## src/sv/iml_pkg.sv

```systemverilog
// ============================================================================
// iml_pkg
// Shared types and constants for the periodic Ising lattice with Metropolis
// updates: operation codes, register indexes, field widths, result and
// measure-stream structs.
// ============================================================================
package iml_pkg;

  // Field widths
  localparam int OP_W       = 2;
  localparam int COORD_W    = 8;
  localparam int PROB_W     = 16;
  localparam int SIDE_W     = 9;
  localparam int ENERGY_W   = 19;
  localparam int SUM_W      = 18;
  localparam int CFG_IDX_W  = 2;
  localparam int CFG_DATA_W = 16;

  // Operation codes
  localparam logic [OP_W-1:0] OP_LOAD    = 2'd0;
  localparam logic [OP_W-1:0] OP_UPDATE  = 2'd1;
  localparam logic [OP_W-1:0] OP_MEASURE = 2'd2;

  // Register indexes
  localparam logic [CFG_IDX_W-1:0] CFG_SIDE  = 2'd0;
  localparam logic [CFG_IDX_W-1:0] CFG_PROB4 = 2'd1;
  localparam logic [CFG_IDX_W-1:0] CFG_PROB8 = 2'd2;

  // Register reset values
  localparam logic [SIDE_W-1:0] SIDE_RST  = 9'd16;
  localparam logic [PROB_W-1:0] PROB4_RST = 16'd20545;
  localparam logic [PROB_W-1:0] PROB8_RST = 16'd6441;

  // Per-item result flags held by the sequencer
  typedef struct packed {
    logic status;
    logic accepted;
    logic spin_now;
    logic meas;
  } res_t;

  // One site of the measure walk, aligned with the lattice read data
  typedef struct packed {
    logic clear;     // restart accumulators
    logic vld;
    logic spin;
    logic col0;      // first column of a row
    logic col_last;  // last column of a row
    logic row0;      // first row of the lattice
    logic closing;   // re-read of row 0 for the wrap-around down bonds
  } sweep_t;

  // Energy contribution of one bond: -(a*b)
  function automatic logic signed [2:0] bond_delta(input logic a, input logic b);
    return (a == b) ? -3'sd1 : 3'sd1;
  endfunction

endpackage

```

## src/sv/iml_sweep.sv

```systemverilog
// ============================================================================
// iml_sweep
// Measure accumulator. Takes the lattice in row-major order, one site per
// cycle, and sums spins and right/down bond energies using a one-row buffer.
// ============================================================================
module iml_sweep #(
  parameter int MAX_SIDE = 256
) (
  input  logic                                clk,
  input  logic                                rst_n,
  input  iml_pkg::sweep_t                     sweep,
  input  logic [$clog2(MAX_SIDE)-1:0]         sweep_col,
  output logic signed [iml_pkg::ENERGY_W-1:0] energy_total,
  output logic signed [iml_pkg::SUM_W-1:0]    spin_sum
);
  import iml_pkg::*;

  localparam int CW = $clog2(MAX_SIDE);

  // previous row, one bit per column
  logic          row_mem [MAX_SIDE];
  logic          above_r;
  sweep_t        a_r;
  logic [CW-1:0] acol_r;
  logic          prev_r;
  logic          first_r;

  logic signed [ENERGY_W-1:0] energy_r, energy_nxt;
  logic signed [SUM_W-1:0]    sum_r, sum_nxt;
  logic signed [2:0]          d_right, d_wrap, d_down, delta;

  always_ff @(posedge clk) begin
    if (a_r.vld && !a_r.closing) begin
      row_mem[acol_r] <= a_r.spin;
    end
    above_r <= row_mem[sweep_col];
  end

  always_ff @(posedge clk) begin
    if (!rst_n) begin
      a_r <= '0;
    end else begin
      a_r <= sweep;
    end
  end

  always_ff @(posedge clk) begin
    acol_r <= sweep_col;
    if (a_r.vld && !a_r.closing) begin
      prev_r <= a_r.spin;
      if (a_r.col0) begin
        first_r <= a_r.spin;
      end
    end
  end

  always_comb begin
    d_right = '0;
    d_wrap  = '0;
    d_down  = '0;
    if (!a_r.closing) begin
      if (!a_r.col0) begin
        d_right = bond_delta(prev_r, a_r.spin);
      end
      if (a_r.col_last) begin
        d_wrap = bond_delta(a_r.spin, first_r);
      end
    end
    // closing pass pairs the last row (in the buffer) with row 0
    if (a_r.closing || !a_r.row0) begin
      d_down = bond_delta(above_r, a_r.spin);
    end
    delta      = d_right + d_wrap + d_down;
    energy_nxt = energy_r + {{(ENERGY_W-3){delta[2]}}, delta};
    sum_nxt    = a_r.spin ? sum_r + SUM_W'(1) : sum_r - SUM_W'(1);
  end

  always_ff @(posedge clk) begin
    if (!rst_n) begin
      energy_r <= '0;
      sum_r    <= '0;
    end else if (sweep.clear) begin
      energy_r <= '0;
      sum_r    <= '0;
    end else if (a_r.vld) begin
      energy_r <= energy_nxt;
      if (!a_r.closing) begin
        sum_r <= sum_nxt;
      end
    end
  end

  assign energy_total = energy_r;
  assign spin_sum     = sum_r;

endmodule

```

## config.mk

```make
export PLATFORM = sky130hd
export DESIGN_NAME = iml_sweep
export DESIGN_NICKNAME = d
export VERILOG_FILES = /design/src/sv/iml_pkg.sv /design/src/sv/iml_sweep.sv
export SDC_FILE = /design/constraint.sdc
export NUM_CORES = 1
export LEC_CHECK = 0
export ABC_AREA = 0
export BUFFER_PORTS_ARGS = -buffer_cell sky130_fd_sc_hd__buf_2
export CAP_MARGIN = 40
export CORE_UTILIZATION = 50
export CTS_CLUSTER_DIAMETER = 150
export DETAILED_ROUTE_END_ITERATION = 6
export PLACE_DENSITY = 0.67
export SKIP_LAST_GASP = 1
export SYNTH_ARGS = -nofsm -noshare
export SYNTH_HDL_FRONTEND = slang
export SYNTH_SLANG_ARGS = --single-unit
```

## constraint.sdc

```tcl
create_clock -name clk -period 11.1 [get_ports clk]
set_input_delay 2.22 -clock clk [delete_from_list [all_inputs] [get_ports clk]]
set_output_delay 2.22 -clock clk [all_outputs]
set_load 0.02 [all_outputs]
```

==> Word level (Yosys, flattened, before mapping) <==
Memory sizes are Yosys's and may differ from the RTL's. A register that Yosys moved wholly into a read port is not among the register bits.
Index checks and enable logic that the tools add are counted.
{ "classes": {"add_sub_neg": 5, "n_eq_ne": 3, "muxes": 11, "bitwise_logic": 2, "reduce_logical": 7} }
{ "op_table": {"columns": ["operator", "n"], "rows": [
  ["$mux 3", 8],
  ["$add 19x19->19", 1],
  ["$add 18x2->18 const B", 1],
  ["$mux 18", 1],
  ["$sub 18x2->18 const B", 1],
  ["$add 3x3->3", 2],
  ["$reduce_and 2->1", 2],
  ["$eq 1x1->1", 3],
  ["$logic_not 1->1", 2],
  ["$mux 1", 2],
  ["$not 1->1", 2],
  ["$reduce_or 2->1", 1],
  ["$logic_and 1x1->1", 1],
  ["$logic_or 1x1->1", 1]
]} }
{ "totals": {"regBits": 53, "mem_bits_rw": 256, "in_bits": 17, "out_inout_bits": 37, "wordCells": 40, "memories": 1} }
{ "mem_list": {"columns": ["memory", "words", "width", "read_ports", "rd_ports_with_merged_regs", "write_ports", "line_no", "rtl"], "rows": [
  ["row_mem", 256, 1, 1, 1, 1, "iml_sweep.sv:21", "logic row_mem [MAX_SIDE];"]
]} }

==> Logic depth before layout (Yosys ltp) <==
{ "depth": {"depth_word": 7, "mapped_depth": 16, "ltp_nobuf": 14} }

==> Worst setup path after synthesis <==
No wires, ideal clock.
{ "synth_timing": {"path_kind": "register -> register", "from": "register a_r[4] (netlist bit)", "to": "register energy_r[14] (netlist: energy_total[14])", "setup_ps": 130, "t_arrival_ps": 7521, "required_ps": 10970, "slack_ps": 3448, "path_stages_with_launch": 15, "path_buffers": 2, "period_less_slack_ps": 7652, "cell_sequence": "dfxtp_1 clkbuf_1 xor2_1 nor2_1 fa_1 ha_1 xnor2_1 xnor2_1 ha_1 clkbuf_1 a211o_1 o311ai_0 o21ai_0 xnor2_1 o22ai_1"} }
{ "synth_between": {"elab_chain_cells": 7} }
{ "synth_lines": {"columns": ["element", "line_no", "rtl"], "rows": [
  ["start: declaration", "iml_sweep.sv:23", "sweep_t a_r;"],
  ["start signal: assignment", "iml_sweep.sv:43", "a_r <= sweep;"],
  ["$eq 1x1->1", "iml_pkg.sv:55", "return (a == b) ? -3'sd1 : 3'sd1;"],
  ["$mux 3", "iml_pkg.sv:55", null],
  ["$mux 3 (on tied branches)", "iml_sweep.sv:62, iml_sweep.sv:65", null],
  ["$mux 3", "iml_sweep.sv:61", "if (!a_r.closing) begin"],
  ["$add 3x3->3", "iml_sweep.sv:73", "delta = d_right + d_wrap + d_down;"],
  ["$add 3x3->3 (*)", "iml_sweep.sv:73", null],
  ["$add 19x19->19 (*)", "iml_sweep.sv:74", "energy_nxt = energy_r + {{(ENERGY_W-3){delta[2]}}, delta};"],
  ["end signal: assignment", "iml_sweep.sv:86", "energy_r <= energy_nxt;"],
  ["end: declaration", "iml_sweep.sv:28", "logic signed [ENERGY_W-1:0] energy_r, energy_nxt;"]
]} }
Mark *: on every way between the ends. The rest lies on a longest branch, timed or not.
A chain may end at the register's enable or synchronous reset.

==> metrics <==
layout cell share with drive strength beyond 1 13.90%; status finished, final reports clean; drt pass-1 iters 5; Setup crit start kind primary input; CP arrival 4.96 ns; number of gates resized after CTS 0; vias 9454; cell area after synthesis 14730 um2; drt total wl 33.31 mm; Filler Cell Count 2414; Top Family by Delay on Critical Path buffers and inverters; Max Clock Skew 0.02528 ns; initial antenna violation count 0; TritonCTS clock tree built; Worst R2R End energy_total[14]; pin count of the biggest net entering global routing 107; initial core utilization 51.06%; WHS 0.4707 ns; mux cell area share after synthesis 11.22%; Worst Path Max Fanout 33; dpl cells 1561; CTS H-Tree Depth 2; pwr/cell area 168.1 nW/um2; max-cap viol count 0; Core ar. 28860 um2; synth unique cells 56; Layout Utilization 56.79%; fin nets 1269; Final Cycle Share 40.98%; hold path start spin_sum[10]; cts bufs inserted 34; metal3 WL 1.784 mm; Synth Area in XOR/XNOR 1.724%; Residual DRC 0; clk root buf clkbuf_16; cells after synthesis 1174; Post-synth EDFFs 258; crit path cell chain buf_4, buf_4, buf_12, mux4_1, a22o_1, a221oi_1, mux4_2, nand2_1, o21ai_1, a21oi_1; relative slew slack 39.17%; most frequent cell on the critical path buf_4; worst min path class register to register; Buffers on Ports 53; n_diodes 0; Max rail drop VDD 0.0001325 V; largest family of logic cells by synthesized area simple AND/OR/NAND/NOR gates; yosys warns 0; die height 173.7 um; Worst Hold Depth 2; area grow syn2layout 11.23%; DR iter-0 viols 1036; reg2reg path depth 13; PnR worst setup slack 6.552 ns; sequential element share of the synthesized area 59.65%; Avg WL per Cell 20.55 um; syn_area_per_cell 12.55 um2; pre-CTS setup slack 5.968 ns; Tot GR Track Use 22.57%; Synth Area in Compound Gates 7.787%; Post-CTS Setup Repair Bufs 0; clock buffer depth 3; Fin. Hold Viols 0; launching point of the worst reg2reg path a_r[4]; worst path required time 11.51 ns; ys flop type edfxtp_1; Final Max Tran Viols 0; synth top area cells edfxtp_1 53%, nor2_1 7.6%, dfxtp_1 7.1%; Setup crit end kind register; slowest stage cell, crit path mux4_1; gpl congestion 0.8483; Final ANT Viol Nets 0; Synthesized Nets 1230; kind of critical path primary input to register; met2 wire len 16.33 mm; area of the multi-input gates 5540 um2; Synth top area share 52.58%; # hold bufs at CTS 0; Vias/cell 5.832; # setup viols final 0; adder-cell area share of the yosys netlist 3.516%; Metal-1 WL 14.41 mm; Post-DP HPWL 20.66 mm; grt total ovfl 0; clock latency on the worst-skew pair 0.52 ns; Setup TNS 0 ns; most common cell in the netlist nor2_1; clock-pin slew on the worst setup and hold paths 0.06 ns; worst slew pin tran 0.9124 ns; sequential cell area 8792 um2; Pleak 5.243 nW; # rows 62; num ports 54; Synth Area in Simple Gates 13.36%; Tmin final 4.548 ns; max frequency 219.9 MHz; Synth async-reset ratio 0%; Max Used Layer met4; vias in the first global route 9428; DIE AREA 30160 um2; first-pass GRT wire length 52.79 mm; RSZ-0062 raised after global routing no; crit path buf inv count 3; #FFs+latches synth 310; WHS Endpoint spin_sum[10]; Post-Layout Cell Count 1621; CTS sink count 310; reg-to-reg slack, setup 6.72 ns; Die W 173.7 um; max incr delay on CP 0.59 ns; top cells by count, synth 300 x nor2_1, 258 x edfxtp_1, 62 x nand2_1, 52 x dfxtp_1, 48 x clkbuf_1; cell accounting for the most synthesized area edfxtp_1
[where the power goes]
part	leakage, nW	internal (W)	switching (W)	total [W]
clock network	0.506	0.000629	0.000446	0.00108
registers	2.45	0.00127	0.0000167	0.00129
logic	2.29	0.000157	0.000234	0.000391
[logic make-up after synthesis]
group / Yosys count
xor+xnor: 29
flops: 310
mux: 76
buf+inv: 83
compound gates: 170
simple gates: 467
fa+ha+maj: 39
[stage by stage]
step	cell area, um2	power, W
after CTS	16390	0.002768
final	16390	0.002754
after detailed placement	15340	0.001698
after global placement	15210	0.001693
after global routing	16390	0.002859
after floorplan	14730	0.001614
[sequential cells by signal, indices dropped and copies added, names as in the netlist]
register	count
row_mem	256
prev_r	1
energy_total	19
first_r	1
acol_r	8
spin_sum	18
above_r	1
a_r	6
[how the worst max path moves through the flow]
| stage | start | to | depth (start not counted) |
|---|---|---|---|
| 6_report | sweep_col[0] | above_r | 10 |
| 5_1_grt | sweep_col[0] | above_r | 10 |
| 4_1_cts | sweep_col[0] | above_r | 10 |
| 3_5_place_dp | sweep_col[0] | above_r | 10 |
| 3_3_place_gp | sweep_col[0] | above_r | 9 |
| 2_1_floorplan | a_r[4] | energy_total[14] | 14 |
[cells in the final DEF (no fill, tap or decap), types with 23 or more instances in the layout]
| cell | instances |
|---|---|
| nor2_1 | 300 |
| dfxtp_1 | 51 |
| buf_2 | 52 |
| nand2_1 | 62 |
| ha_1 | 35 |
| clkbuf_16 | 35 |
| o21ai_0 | 23 |
| nand3_1 | 34 |
| mux4_2 | 44 |
| a21oi_1 | 40 |
| edfxtp_1 | 258 |
| a22oi_1 | 25 |
[layer usage]
layer	GRT usage, %	vias to the layer above
met5	0	-
met4	6.579	0
met3	3.180	63
met2	38.50	297
met1	30.17	4664
li1	-	4430
[final cells by class]
class,count,area share [%]
clock buffer,42,5.565
clock inverter,18,0.8321
inverter,13,0.2977
multi-input combinational,781,33.80
sequential,310,53.65
tap,384,2.932
timing repair buffer,73,2.924
[tightest hold or removal path: stages (launching register included)]
cell     delay [ns]
dfxtp_1        0.32
nand2_1        0.06
o31ai_1        0.05
Power figures use the tool's default switching activity.
